<file path="config.mk">
export PLATFORM = sky130hd
export DESIGN_NAME = multi_channel_soft_pwm
export DESIGN_NICKNAME = d
export VERILOG_FILES = /design/src/rtl/mcpwm_pkg.sv /design/src/rtl/mcpwm_div.sv /design/src/rtl/mcpwm_cell.sv /design/src/rtl/multi_channel_soft_pwm.sv
export SDC_FILE = /design/constraint.sdc
export NUM_CORES = 2
export LEC_CHECK = 0
export BUFFER_PORTS_ARGS = -buffer_cell sky130_fd_sc_hd__buf_2
export CORE_MARGIN = 2
export CORE_UTILIZATION = 35
export CTS_CLUSTER_DIAMETER = 80
export CTS_CLUSTER_SIZE = 16
export DETAILED_ROUTE_END_ITERATION = 6
export SYNTH_ARGS = -nofsm -noshare
export SYNTH_HDL_FRONTEND = slang
export SYNTH_SLANG_ARGS = --single-unit
</file>
<file path="constraint.sdc">
create_clock -name aclk -period 8.8 [get_ports aclk]
set_clock_uncertainty 0.1 [all_clocks]
set_input_delay 2.2 -clock aclk [delete_from_list [all_inputs] [get_ports aclk]]
set_output_delay 2.2 -clock aclk [all_outputs]
set_load 0.01 [all_outputs]
</file>
<file path="src/rtl/mcpwm_pkg.sv">
// shared constants, codes and word types for the multi-channel soft pwm block
package mcpwm_pkg;

    localparam int MAX_CHANNELS_DEF = 8;
    localparam int BASE_RATE_US_DEF = 50;

    localparam int PIN_W       = 5;
    localparam int TIME_W      = 24;
    localparam int MASK_W      = 17;
    localparam int COUNT_W     = 32;
    localparam int PIN_SPECIAL = 16;

    localparam int IN_TDATA_W  = 56;
    localparam int OUT_TDATA_W = 40;

    // what a word travelling down the cell row asks of each cell
    typedef enum logic [1:0] {
        OP_TICK  = 2'd0,
        OP_MATCH = 2'd1,
        OP_ALLOC = 2'd2
    } op_t;

    // word handed from cell to cell
    typedef struct packed {
        logic               valid;
        op_t                op;
        logic [PIN_W-1:0]   pin;
        logic [TIME_W-1:0]  period;
        logic [TIME_W-1:0]  duty;
        logic               hit;
        logic               acc;
        logic               wr;
        logic               lvl;
        logic [MASK_W-1:0]  set_mask;
        logic [MASK_W-1:0]  clr_mask;
    } tok_t;

    // one result word
    typedef struct packed {
        logic               acc;
        logic               wr;
        logic               lvl;
        logic [MASK_W-1:0]  set_mask;
        logic [MASK_W-1:0]  clr_mask;
    } res_t;

endpackage

</file>
<file path="src/rtl/mcpwm_div.sv">
// divider of two operands by the constant base rate, by reciprocal multiply
module mcpwm_div #(
    parameter int BASE_RATE_US = mcpwm_pkg::BASE_RATE_US_DEF
) (
    input  logic                          aclk,
    input  logic                          aresetn,
    input  logic                          start,
    input  logic [mcpwm_pkg::TIME_W-1:0]  num_a,
    input  logic [mcpwm_pkg::TIME_W-1:0]  num_b,
    output logic                          done,
    output logic [mcpwm_pkg::TIME_W-1:0]  quo_a,
    output logic [mcpwm_pkg::TIME_W-1:0]  quo_b
);

    localparam int TW  = mcpwm_pkg::TIME_W;
    // shift that makes the rounded-up reciprocal exact for every TW-bit operand
    localparam int RS  = TW + $clog2(BASE_RATE_US);
    localparam int PRW = RS + TW + 1;
    localparam logic [TW:0] RECIP =
        (TW+1)'(((64'd1 << RS) + 64'(BASE_RATE_US) - 64'd1) / 64'(BASE_RATE_US));

    logic           busy_reg, busy_next;
    logic           done_reg, done_next;
    logic [TW-1:0]  xa_reg, xa_next, xb_reg, xb_next;
    logic [TW-1:0]  qa_reg, qa_next, qb_reg, qb_next;
    logic [PRW-1:0] prod_a, prod_b;

    // operand times reciprocal; the quotient sits above the shift
    assign prod_a = PRW'(xa_reg) * PRW'(RECIP);
    assign prod_b = PRW'(xb_reg) * PRW'(RECIP);

    always_comb begin
        busy_next = start;
        done_next = busy_reg;
        xa_next   = xa_reg;
        xb_next   = xb_reg;
        qa_next   = qa_reg;
        qb_next   = qb_reg;
        if (start) begin
            xa_next = num_a;
            xb_next = num_b;
        end
        if (busy_reg) begin
            qa_next = prod_a[RS +: TW];
            qb_next = prod_b[RS +: TW];
        end
    end

    always_ff @(posedge aclk) begin
        if (!aresetn) begin
            busy_reg <= 1'b0;
            done_reg <= 1'b0;
        end else begin
            busy_reg <= busy_next;
            done_reg <= done_next;
        end
    end

    always_ff @(posedge aclk) begin
        xa_reg <= xa_next;
        xb_reg <= xb_next;
        qa_reg <= qa_next;
        qb_reg <= qb_next;
    end

    assign done  = done_reg;
    assign quo_a = qa_reg;
    assign quo_b = qb_reg;

endmodule

</file>
<file path="src/rtl/mcpwm_cell.sv">
// one pwm channel slot; acts on the word passing through and hands it on
module mcpwm_cell #(
    parameter int QW = 19
) (
    input  logic             aclk,
    input  logic             aresetn,
    input  mcpwm_pkg::tok_t  tok_in,
    output mcpwm_pkg::tok_t  tok_out
);

    localparam int TW = mcpwm_pkg::TIME_W;
    localparam int NW = mcpwm_pkg::COUNT_W;
    localparam int MW = mcpwm_pkg::MASK_W;
    localparam int PW = mcpwm_pkg::PIN_W;

    logic          used_reg, used_next;
    logic [PW-1:0] pin_reg, pin_next;
    logic          level_reg, level_next;
    logic [NW-1:0] count_reg, count_next;
    logic [QW-1:0] period_reg, period_next;
    logic [QW-1:0] duty_reg, duty_next;
    mcpwm_pkg::tok_t tok_reg, tok_next;

    logic [NW-1:0] cnt_dec;
    logic [TW-1:0] per_ext, duty_ext;
    logic [MW-1:0] pin_bit;

    assign cnt_dec  = count_reg - NW'(1);
    assign per_ext  = TW'(period_reg);
    assign duty_ext = TW'(duty_reg);
    assign pin_bit  = MW'(1) << pin_reg;

    always_comb begin
        used_next   = used_reg;
        pin_next    = pin_reg;
        level_next  = level_reg;
        count_next  = count_reg;
        period_next = period_reg;
        duty_next   = duty_reg;
        tok_next    = tok_in;
        if (tok_in.valid) begin
            case (tok_in.op)
                mcpwm_pkg::OP_TICK: begin
                    if (used_reg) begin
                        count_next = cnt_dec;
                        if (cnt_dec == '0 && duty_reg != '0 && duty_reg != period_reg) begin
                            if (level_reg) begin
                                tok_next.clr_mask = tok_in.clr_mask | pin_bit;
                                count_next = NW'(period_reg - duty_reg);
                            end else begin
                                tok_next.set_mask = tok_in.set_mask | pin_bit;
                                count_next = NW'(duty_reg);
                            end
                            level_next = ~level_reg;
                        end
                    end
                end
                mcpwm_pkg::OP_MATCH: begin
                    if (used_reg && pin_reg == tok_in.pin) begin
                        tok_next.hit = 1'b1;
                        tok_next.acc = 1'b1;
                        if (tok_in.period == '0) begin
                            // removal frees the slot and drives the pin low
                            used_next    = 1'b0;
                            tok_next.wr  = 1'b1;
                            tok_next.lvl = 1'b0;
                        end else if (!(per_ext == tok_in.period && duty_ext == tok_in.duty)) begin
                            period_next = tok_in.period[QW-1:0];
                            duty_next   = tok_in.duty[QW-1:0];
                            if (count_reg == '0 || count_reg > NW'(tok_in.period)) begin
                                level_next   = 1'b1;
                                count_next   = NW'(tok_in.duty);
                                tok_next.wr  = 1'b1;
                                tok_next.lvl = 1'b1;
                            end
                            if (tok_in.duty == '0 || tok_in.duty == tok_in.period) begin
                                tok_next.wr  = 1'b1;
                                tok_next.lvl = (tok_in.duty == tok_in.period);
                            end
                        end
                    end
                end
                mcpwm_pkg::OP_ALLOC: begin
                    // first free slot claims the new channel, which always starts high
                    // unless its duty is zero
                    if (!used_reg && !tok_in.hit) begin
                        used_next    = 1'b1;
                        pin_next     = tok_in.pin;
                        period_next  = tok_in.period[QW-1:0];
                        duty_next    = tok_in.duty[QW-1:0];
                        level_next   = 1'b1;
                        count_next   = NW'(tok_in.duty);
                        tok_next.hit = 1'b1;
                        tok_next.acc = 1'b1;
                        tok_next.wr  = 1'b1;
                        tok_next.lvl = (tok_in.duty != '0);
                    end
                end
                default: begin
                    tok_next = tok_in;
                end
            endcase
        end
    end

    always_ff @(posedge aclk) begin
        if (!aresetn) begin
            used_reg      <= 1'b0;
            tok_reg.valid <= 1'b0;
        end else begin
            used_reg <= used_next;
            tok_reg  <= tok_next;
        end
    end

    always_ff @(posedge aclk) begin
        pin_reg    <= pin_next;
        level_reg  <= level_next;
        count_reg  <= count_next;
        period_reg <= period_next;
        duty_reg   <= duty_next;
    end

    assign tok_out = tok_reg;

endmodule

</file>
<file path="src/rtl/multi_channel_soft_pwm.sv">
// top level: command sequencer, base-rate divider and the row of channel cells
//
//  channel   | ports                            | word contents
//  ----------+----------------------------------+------------------------------------------
//  input     | s_tvalid s_tready s_tdata s_tuser| tuser: command (0 tick, 1 set)
//            |                                  | tdata: pin, period_us, duty_us
//  result    | m_tvalid m_tready m_tdata        | tdata: accepted, pin_write, pin_level,
//            |                                  |        set_mask, clear_mask
//  config    | cfg_wr_en cfg_wr_data            | valid_pins, written when cfg_wr_en is high
//
// a tick word walks the cell row one cell per cycle
// a set word first passes through the reciprocal divider, then walks the row, and a
// second walk claims a free slot for a new pin; a rejected set skips divider and row
// one word is worked on at a time; the next is taken while a result still waits
// in the output register; a stalled m_tready holds that result, and a next result
// waits in ST_DONE with s_tready low until the output register is free
// reset empties every slot and sets valid_pins to all ones
module multi_channel_soft_pwm #(
    parameter int MAX_CHANNELS = mcpwm_pkg::MAX_CHANNELS_DEF,
    parameter int BASE_RATE_US = mcpwm_pkg::BASE_RATE_US_DEF
) (
    input  logic                               aclk,
    input  logic                               aresetn,
    // input words
    input  logic                               s_tvalid,
    output logic                               s_tready,
    input  logic [mcpwm_pkg::IN_TDATA_W-1:0]   s_tdata,   // pin[4:0] period_us[28:5] duty_us[52:29]
    input  logic                               s_tuser,   // command
    // result words
    output logic                               m_tvalid,
    input  logic                               m_tready,
    output logic [mcpwm_pkg::OUT_TDATA_W-1:0]  m_tdata,   // accepted[0] pin_write[1]
                                                          // pin_level[2] set_mask[19:3]
                                                          // clear_mask[36:20]
    // configuration
    input  logic                               cfg_wr_en,
    input  logic [mcpwm_pkg::MASK_W-1:0]       cfg_wr_data // valid_pins, bit 16 ignored
);

    localparam int TW = mcpwm_pkg::TIME_W;
    localparam int PW = mcpwm_pkg::PIN_W;
    localparam int NP = mcpwm_pkg::PIN_SPECIAL;
    // width of a period or duty once scaled to base-rate units
    localparam int QW = $clog2(((2 ** TW) - 1) / BASE_RATE_US + 1);

    typedef enum logic [4:0] {
        ST_IDLE = 5'b00001,
        ST_DIV  = 5'b00010,
        ST_RUN1 = 5'b00100,
        ST_RUN2 = 5'b01000,
        ST_DONE = 5'b10000
    } state_t;

    state_t state_reg, state_next;

    logic [NP-1:0] valid_pins_reg;
    logic [PW-1:0] pin_reg, pin_next;
    mcpwm_pkg::tok_t inj_reg, inj_next;
    mcpwm_pkg::res_t res_reg, res_next;
    logic          m_valid_reg, m_valid_next;
    mcpwm_pkg::res_t m_data_reg, m_data_next;

    // unpacked input fields
    logic [PW-1:0] in_pin;
    logic [TW-1:0] in_period, in_duty;
    logic          pin_ok, time_ok;

    logic          div_start, div_done;
    logic [TW-1:0] div_qa, div_qb;

    mcpwm_pkg::tok_t chain [MAX_CHANNELS+1];
    mcpwm_pkg::tok_t chain_out;

    assign in_pin    = s_tdata[PW-1:0];
    assign in_period = s_tdata[PW+TW-1:PW];
    assign in_duty   = s_tdata[PW+2*TW-1:PW+TW];

    // pin 16 is always allowed, pins 0..15 through valid_pins
    assign pin_ok  = (in_pin == PW'(NP)) ||
                     (!in_pin[PW-1] && valid_pins_reg[in_pin[PW-2:0]]);
    // zero period removes; otherwise at least two base units and duty within period
    assign time_ok = (in_period == '0) ||
                     (in_period >= TW'(2 * BASE_RATE_US) && in_duty <= in_period);

    assign s_tready = (state_reg == ST_IDLE);

    mcpwm_div #(
        .BASE_RATE_US (BASE_RATE_US)
    ) u_div (
        .aclk    (aclk),
        .aresetn (aresetn),
        .start   (div_start),
        .num_a   (in_period),
        .num_b   (in_duty),
        .done    (div_done),
        .quo_a   (div_qa),
        .quo_b   (div_qb)
    );

    // row of channel cells, one slot each; a word moves one cell per cycle
    assign chain[0] = inj_reg;

    for (genvar gi = 0; gi < MAX_CHANNELS; gi++) begin : g_cell
        mcpwm_cell #(
            .QW (QW)
        ) u_cell (
            .aclk    (aclk),
            .aresetn (aresetn),
            .tok_in  (chain[gi]),
            .tok_out (chain[gi+1])
        );
    end

    assign chain_out = chain[MAX_CHANNELS];

    // command sequencer
    always_comb begin
        state_next     = state_reg;
        pin_next       = pin_reg;
        inj_next       = '0;
        res_next       = res_reg;
        div_start      = 1'b0;
        m_valid_next   = m_valid_reg && !m_tready;
        m_data_next    = m_data_reg;
        case (state_reg)
            ST_IDLE: begin
                if (s_tvalid) begin
                    if (!s_tuser) begin
                        // tick: always accepted, masks gather along the row
                        inj_next.valid = 1'b1;
                        inj_next.op    = mcpwm_pkg::OP_TICK;
                        inj_next.acc   = 1'b1;
                        state_next     = ST_RUN1;
                    end else if (pin_ok && time_ok) begin
                        div_start  = 1'b1;
                        pin_next   = in_pin;
                        state_next = ST_DIV;
                    end else begin
                        // bad pin or bad timing: rejected, nothing driven
                        res_next   = '0;
                        state_next = ST_DONE;
                    end
                end
            end
            ST_DIV: begin
                if (div_done) begin
                    inj_next.valid  = 1'b1;
                    inj_next.op     = mcpwm_pkg::OP_MATCH;
                    inj_next.pin    = pin_reg;
                    inj_next.period = div_qa;
                    inj_next.duty   = div_qb;
                    state_next      = ST_RUN1;
                end
            end
            ST_RUN1: begin
                if (chain_out.valid) begin
                    if (chain_out.op == mcpwm_pkg::OP_MATCH && !chain_out.hit &&
                        chain_out.period != '0) begin
                        // unknown pin: second walk hands it to the first free slot
                        inj_next       = chain_out;
                        inj_next.op    = mcpwm_pkg::OP_ALLOC;
                        state_next     = ST_RUN2;
                    end else begin
                        // tick, update, removal, or removal of an absent pin
                        res_next.acc      = chain_out.acc;
                        res_next.wr       = chain_out.wr;
                        res_next.lvl      = chain_out.lvl;
                        res_next.set_mask = chain_out.set_mask;
                        res_next.clr_mask = chain_out.clr_mask;
                        state_next        = ST_DONE;
                    end
                end
            end
            ST_RUN2: begin
                if (chain_out.valid) begin
                    // no slot claimed leaves acc low: table full
                    res_next.acc      = chain_out.acc;
                    res_next.wr       = chain_out.wr;
                    res_next.lvl      = chain_out.lvl;
                    res_next.set_mask = chain_out.set_mask;
                    res_next.clr_mask = chain_out.clr_mask;
                    state_next        = ST_DONE;
                end
            end
            ST_DONE: begin
                // hand the result over as soon as the output register is free
                if (!m_valid_reg || m_tready) begin
                    m_valid_next = 1'b1;
                    m_data_next  = res_reg;
                    state_next   = ST_IDLE;
                end
            end
            default: begin
                state_next = ST_IDLE;
            end
        endcase
    end

    always_ff @(posedge aclk) begin
        if (!aresetn) begin
            state_reg      <= ST_IDLE;
            valid_pins_reg <= '1;
            inj_reg.valid  <= 1'b0;
            m_valid_reg    <= 1'b0;
        end else begin
            state_reg   <= state_next;
            inj_reg     <= inj_next;
            m_valid_reg <= m_valid_next;
            if (cfg_wr_en) begin
                valid_pins_reg <= cfg_wr_data[NP-1:0];
            end
        end
    end

    always_ff @(posedge aclk) begin
        pin_reg    <= pin_next;
        res_reg    <= res_next;
        m_data_reg <= m_data_next;
    end

    assign m_tvalid = m_valid_reg;
    assign m_tdata  = {3'b000, m_data_reg.clr_mask, m_data_reg.set_mask,
                       m_data_reg.lvl, m_data_reg.wr, m_data_reg.acc};

endmodule
</file>
; ---- After elaboration in Yosys (flattened, before gate mapping)
; Index checks and enable logic that the tools add are counted.
[word_totals]
reg_bits = 1651
in_bits = 79
out_inout_bits = 42
[op_classes]
addsub = 16
multipliers = 2
magnitude_cmp = 11
n_eq_ne = 135
shifts = 8
n_mux = 378
bitwise = 24
reduce_logical = 205
[ops]
columns = cell, n
row1 = two-way mux 32 bit, 64
row2 = two-way mux 19 bit, 64
row3 = two-way mux 94 bit, 10
row4 = two-way mux 34 bit, 24
row5 = one-hot mux 32 bit (3 select lines), 8
row6 = one-hot mux 19 bit (2 select lines), 16
row7 = zero test 32 bit, 16
row8 = zero test 24 bit, 17
row9 = equality test 19 x 24 -> 1 bit, 16
row10 = two-way mux 17 bit, 16
row11 = bitwise OR 17 bit, 16
row12 = > comparator 32 x 24 -> 1 bit, 8
row13 = subtractor 32 x 1 -> 32 bit (second input constant), 8
row14 = two-way mux 37 bit, 6
row15 = nonzero test 24 bit, 9
row16 = equality test 24 bit, 8
row17 = subtractor 19 x 19 -> 20 bit, 8
row18 = inequality test 19 bit, 8
row19 = nonzero test 19 bit, 8
row20 = left shift 1 x 5 -> 17 bit (first input constant), 8
row21 = one-hot mux 37 bit (3 select lines), 1
row22 = one-hot mux 53 bit (2 select lines), 1
row23 = inequality test 2 x 1 -> 1 bit (second input constant), 52
row24 = multiplier 24 x 25 -> 49 bit (second input constant), 2
row25 = other kinds (39), 385

; ---- Longest topological paths before layout
[depth]
word_depth = 9
ltp_mapped = 26
ltp_nobuf = 26

; ---- By module
; A second synthesis with hierarchy kept.
[unflattened]
cells_unflattened = 9616
hier_area_um2 = 109368.6
[modules_own_cells]
columns = module, n_inst, cells_per_inst, area_per_inst_um2
row1 = mcpwm_cell at g_cell[0].u_cell ..., 5, 882, 9959.6
row2 = mcpwm_div, 1, 1895, 21261.6
row3 = mcpwm_cell at g_cell[6].u_cell ..., 2, 934, 10065.9
row4 = mcpwm_cell at g_cell[4].u_cell, 1, 874, 9982.1
row5 = multi_channel_soft_pwm, 1, 569, 8195.4

; ---- Worst setup path before layout
; OpenSTA, ideal clock, no wires.
[synth_path]
kind = input port to flip-flop
from = input port s_tdata[0] (netlist name)
to = register res_reg[0] (netlist name), enable pin
arrival_time_ps = 6984
required_ps = 8173
setup_slack_ps = 1189
cell_stages = 6
path_buffers = 0
cell_sequence = mux4_2 mux2_2 and3_1 o21ai_0 a21oi_1 nor4_1
[synth_between]
elab_chain_len = 7
word_cells_on_any_way = 8
classes_between = 2 x eq/ne / 2 x mux / 4 x reduce/logical
[synth_lines]
columns = element, line
row1 = start: declaration, multi_channel_soft_pwm.sv:27  ; input logic [mcpwm_pkg::IN_TDATA_W-1:0] s_tdata,
row2 = binary-select mux 1 bit (select 4 bit), multi_channel_soft_pwm.sv:80  ; (!in_pin[PW-1] && valid_pins_reg[in_pin[PW-2:0]]);
row3 = two-way mux 1 bit (not written as such), multi_channel_soft_pwm.sv:80
row4 = logical AND 1 bit, multi_channel_soft_pwm.sv:80
row5 = logical OR 1 bit *, multi_channel_soft_pwm.sv:79  ; assign pin_ok = (in_pin == PW'(NP)) ||
row6 = logical AND 1 bit *, multi_channel_soft_pwm.sv:134  ; end else if (pin_ok && time_ok) begin
row7 = inequality test 2 bit (no line) *, --
row8 = AND reduction 7 bit (no line) *, --
row9 = end signal: assignment, multi_channel_soft_pwm.sv:217  ; res_reg <= res_next;
row10 = end: declaration, multi_channel_soft_pwm.sv:59  ; mcpwm_pkg::res_t res_reg, res_next;
; Every way passes the cells marked *; elsewhere a longest branch is shown, timed or not. The select of a mux whose other input is x is not followed.
; A chain may end at the register's enable or synchronous reset.

; ---- Worst setup path in the final report
[layout_path]
from = register u_div.xa_reg[7]
to = register u_div.qa_reg[12], in the netlist u_div.quo_a[12] (data pin)
[layout_between]
elab_chain_len = 1
[layout_lines]
columns = element, line
row1 = start: declaration, mcpwm_div.sv:24  ; logic [TW-1:0] xa_reg, xa_next, xb_reg, xb_next;
row2 = start signal: assignment, mcpwm_div.sv:60  ; xa_reg <= xa_next;
row3 = multiplier 24 x 25 -> 49 bit, mcpwm_div.sv:29  ; assign prod_a = PRW'(xa_reg) * PRW'(RECIP);
row4 = net u_div.prod_a[42], mcpwm_div.sv:26  ; logic [PRW-1:0] prod_a, prod_b;
row5 = end signal: assignment, mcpwm_div.sv:62  ; qa_reg <= qa_next;
row6 = end: declaration, mcpwm_div.sv:25  ; logic [TW-1:0] qa_reg, qa_next, qb_reg, qb_next;
; The timed path passes the listed nets, and every way through them passes these cells.

==> summary.md <==
### Clock tree
• **post-cts hold buffer count** 0
• **clock root buffer** sky130_fd_sc_hd__clkbuf_16
• **Inserted Clock Buffers** 142
• **clock latency on the worst-skew pair** 0.86 ns
• **CTS max path bufs** 4
• **count of instances resized after the clock tree is built** 0
• **number of buffers added for setup after CTS** 0
• **clock tree from TritonCTS** yes
• **clock sink count** 1651
• **H-tree depth reported by CTS** 4
• **clock edge transition at the registers on the reported setup and hold paths** 0.07 ns

### Setup path
• **critical-path maximum fanout** 8
• **Critical Path Sink Type** register
• **WP data required** 9.21 ns
• **crit path launch type** register
• **delay of the slowest critical-path stage** 0.70 ns
• **critical path data arrival time** 7.87 ns
• **cell mode on critical path** sky130_fd_sc_hd__fa_1
• **kind of cell with the highest combined delay on the critical path** adder cells
• **crit path cell chain** inv_1 -> fa_1 -> fa_1 -> fa_1 -> fa_1 -> inv_1 -> fa_1 -> fa_1 -> inv_1 -> fa_1 -> inv_1 -> ha_1 -> nand2_1 -> nor3_1 -> nand2_1 -> a211oi_1 -> o21ai_0 -> buf_4 -> a311oi_1 -> or3_1 -> a31o_2 -> a21oi_1 -> xnor2_1
• **count of buffering cells on the critical path with inverters included** 5
• **worst-path cell with the longest stage delay** sky130_fd_sc_hd__a311oi_1
• **CP Class** reg2reg
• **FF-to-FF setup slack** 1.34 ns

### Floorplan
• **vertical die dimension** 559 um
• **total number of placement rows** 203
• **horizontal die dimension** 559 um
• **number of primary I/O pins** 121
• **area of the core region** 306000 um2
• **floorplan die area** 312000 um2
• **Initial Utilization** 35.2%

### Yosys
• **distinct cell type count of the synthesized netlist** 102
• **flip-flop cell with the highest count after synthesis** sky130_fd_sc_hd__edfxtp_1
• **mean instance size in the synthesized netlist** 11.3 um2
• **post-synthesis sequential element count** 1651
• **Warnings, synthesis** 0
• **combined area of all synthesized cells** 108000 um2
• **Gate Count Post-Synth** 9498
• **share of async-settable or async-resettable flops after synthesis** 0%
• **EDFF count, synth** 1610
• **proportion of synthesized chip area in sequential cells** 45.6%

### Cells and area
• **number of flip-flops in the largest register** 752
• **final-layout fill cell count** 29300
• **Syn-to-layout area delta** 9.26%
• **final cell area excluding filler cells** 118000 um2
• **final net count** 11000
• **share of post-route cells with drive strength above 1** 6.38%

### Timing
• **setup repair after global routing missed its margin** no
• **final number of max-transition violations** 0
• **total negative setup slack** 0 ns
• **measured slew at the worst slew-check pin** 1.39 ns
• **final hold violation count** 0
• **final number of setup-violating endpoints** 0
• **Max Fclk** 134 MHz
• **crit path time final** 7.46 ns
• **final worst path period share** 84.8%
• **worst slew margin relative to its limit** 7.07%

### Routing
• **Avg Vias per Cell** 5.57
• **average wire per standard cell** 24.7 um
• **post-route DRC violation count** 0
• **remaining antenna violation count** 0
• **Routed WL** 342000 um
• **first-iteration detailed-routing DRC count** 8596
• **first-pass iteration count of the detailed router** 6
• **via total after detailed routing** 77000

### Power
• **power per standard cell area** 225 nW/um2
• **total chip power** 26.4 mW
• **Pleak** 46.5 nW
• **worst-case vdd ir drop** 0.282 mV

### Hold path
• **worst hold-check path type** reg2reg

### Job
• **max-cap violation count** 0

### Global routing
• **global-route total usage across every layer** 21.4%
• **vias in the first global route** 75900
• **global route total overflow** 0
• **global-route wire length before repair** 503000 um
• **number of antenna violations at the first check in global routing** 10
• **largest net degree at the start of global routing** 210

### Place
• **DP HPWL** 257000 um
• **instance area at placement** 114000 um2
• **I/O Buffers** 113
• **weighted congestion at the end of routability-driven global placement** 0.959

### Run status
• **status** completed

-- cell families (layout without fill, tap and decap cells) --
kind of cell / count (synthesis) / in the layout / share of synthesized area (%)
AO/OA/AOI/OAI: 1696 / 1696 / 10.5
XOR/XNOR: 877 / 877 / 7.13
adder cells (fa/ha/maj): 1328 / 1328 / 18.3
buffers and inverters: 1284 / 1486 / 4.51
flip-flops: 1651 / 1651 / 45.6
multiplexers: 179 / 179 / 1.75
other: 1 / 11 / 0.00348
AND/OR/NAND/NOR: 2482 / 2482 / 12.2
-- Yosys cell counts (36+ instances only) --
cell | instances | share of area, %
sky130_fd_sc_hd__or3_1 | 61 | 0.35
sky130_fd_sc_hd__nand2_1 | 441 | 1.5
sky130_fd_sc_hd__and2_1 | 71 | 0.41
sky130_fd_sc_hd__and3_1 | 90 | 0.52
sky130_fd_sc_hd__fa_1 | 410 | 7.6
sky130_fd_sc_hd__o21ai_0 | 398 | 1.8
sky130_fd_sc_hd__o211ai_1 | 36 | 0.25
sky130_fd_sc_hd__a31oi_1 | 70 | 0.41
sky130_fd_sc_hd__nor2b_1 | 92 | 0.53
sky130_fd_sc_hd__or4_1 | 46 | 0.32
sky130_fd_sc_hd__a21oi_1 | 318 | 1.5
sky130_fd_sc_hd__inv_1 | 1061 | 3.7
sky130_fd_sc_hd__ha_1 | 918 | 11
sky130_fd_sc_hd__a21o_1 | 273 | 1.9
sky130_fd_sc_hd__o21bai_1 | 79 | 0.55
sky130_fd_sc_hd__nor3_1 | 244 | 1.1
sky130_fd_sc_hd__o21a_1 | 78 | 0.54
sky130_fd_sc_hd__a22o_1 | 49 | 0.40
sky130_fd_sc_hd__edfxtp_1 | 1610 | 45
sky130_fd_sc_hd__xor2_1 | 401 | 3.3
sky130_fd_sc_hd__nor3b_1 | 40 | 0.28
sky130_fd_sc_hd__dfxtp_1 | 41 | 0.76
sky130_fd_sc_hd__a31o_2 | 86 | 0.70
sky130_fd_sc_hd__xnor2_1 | 476 | 3.9
sky130_fd_sc_hd__clkbuf_1 | 178 | 0.62
sky130_fd_sc_hd__nor2_1 | 505 | 1.8
sky130_fd_sc_hd__mux2_2 | 41 | 0.43
sky130_fd_sc_hd__nand2b_1 | 79 | 0.46
sky130_fd_sc_hd__nand4_1 | 221 | 1.3
sky130_fd_sc_hd__mux2i_1 | 135 | 1.3
sky130_fd_sc_hd__nor4_1 | 267 | 1.5
sky130_fd_sc_hd__nand3_1 | 163 | 0.76
-- report_power, final --
| part | switching, mW | internal (mW) | leakage (nW) |
|---|---|---|---|
| Clock | 3.01 | 3.12 | 2.01 |
| Sequential | 0.551 | 9.37 | 15.6 |
| Combinational | 5.91 | 4.48 | 28.8 |
| Total | 9.47 | 17.0 | 46.5 |
-- final cells by class --
| type | instances | area [um2] | share of cell area, % |
|---|---|---|---|
| Timing Repair Buffer | 201 | 1290 | 1.09 |
| Multi-Input combinational cell | 6566 | 54000 | 45.9 |
| Tap cell | 4100 | 5130 | 4.36 |
| Clock inverter | 32 | 320 | 0.272 |
| Inverter | 1067 | 4010 | 3.40 |
| Sequential cell | 1651 | 49200 | 41.8 |
| Antenna cell | 7 | 17.5 | 0.0149 |
| Clock buffer | 186 | 3820 | 3.25 |
-- per-stage QoR --
step / hold WS [ns] / util (%) / setup WS [ns] / instances
finish: 0.320 / 38.5 / 1.34 / 13800
global route: 0.330 / 38.5 / 1.03 / 13800
CTS: 0.321 / 38.5 / 1.30 / 13800
detailed placement: 0.307 / 37.1 / 1.35 / 13600
global placement: 0.304 / 37.1 / 1.37 / 13600
floorplan: 0.300 / - / 1.19 / 9501
-- routing by layer --
metal / vias up / share of wire, % / global-route usage (%)
li1: 34700 / - / -
met1: 38300 / 44 / 30.1
met2: 3279 / 45 / 33.9
met3: 623 / 7.6 / 2.97
met4: 2 / 3.7 / 7.20
met5: - / 0.0038 / 0
-- layout by cell type (no fill, tap or decap), types with 78 or more instances in the layout --
cell type,instances
sky130_fd_sc_hd__buf_2,112
sky130_fd_sc_hd__a21oi_1,302
sky130_fd_sc_hd__nand3_1,163
sky130_fd_sc_hd__o21a_1,78
sky130_fd_sc_hd__nor2b_1,91
sky130_fd_sc_hd__nand4_1,221
sky130_fd_sc_hd__o21ai_0,397
sky130_fd_sc_hd__o21bai_1,79
sky130_fd_sc_hd__nor4_1,265
sky130_fd_sc_hd__ha_1,918
sky130_fd_sc_hd__mux2i_1,135
sky130_fd_sc_hd__a21o_1,273
sky130_fd_sc_hd__nand2_1,441
sky130_fd_sc_hd__nand2b_1,79
sky130_fd_sc_hd__nor2_1,502
sky130_fd_sc_hd__a31o_2,86
sky130_fd_sc_hd__edfxtp_1,1610
sky130_fd_sc_hd__nor3_1,244
sky130_fd_sc_hd__xnor2_1,476
sky130_fd_sc_hd__inv_1,1061
sky130_fd_sc_hd__fa_1,410
sky130_fd_sc_hd__xor2_1,401
sky130_fd_sc_hd__clkbuf_16,146
sky130_fd_sc_hd__buf_4,84
sky130_fd_sc_hd__and3_1,90
-- worst paths after layout --
kind,to,from,depth (start not counted)
min,m_tdata[10],res_reg[24],0
max reg2reg,u_div.quo_a[12],u_div.xa_reg[7],23
min reg2reg,m_tdata[10],res_reg[24],0
max,u_div.quo_a[12],u_div.xa_reg[7],23
Power figures use the tool's default switching activity.
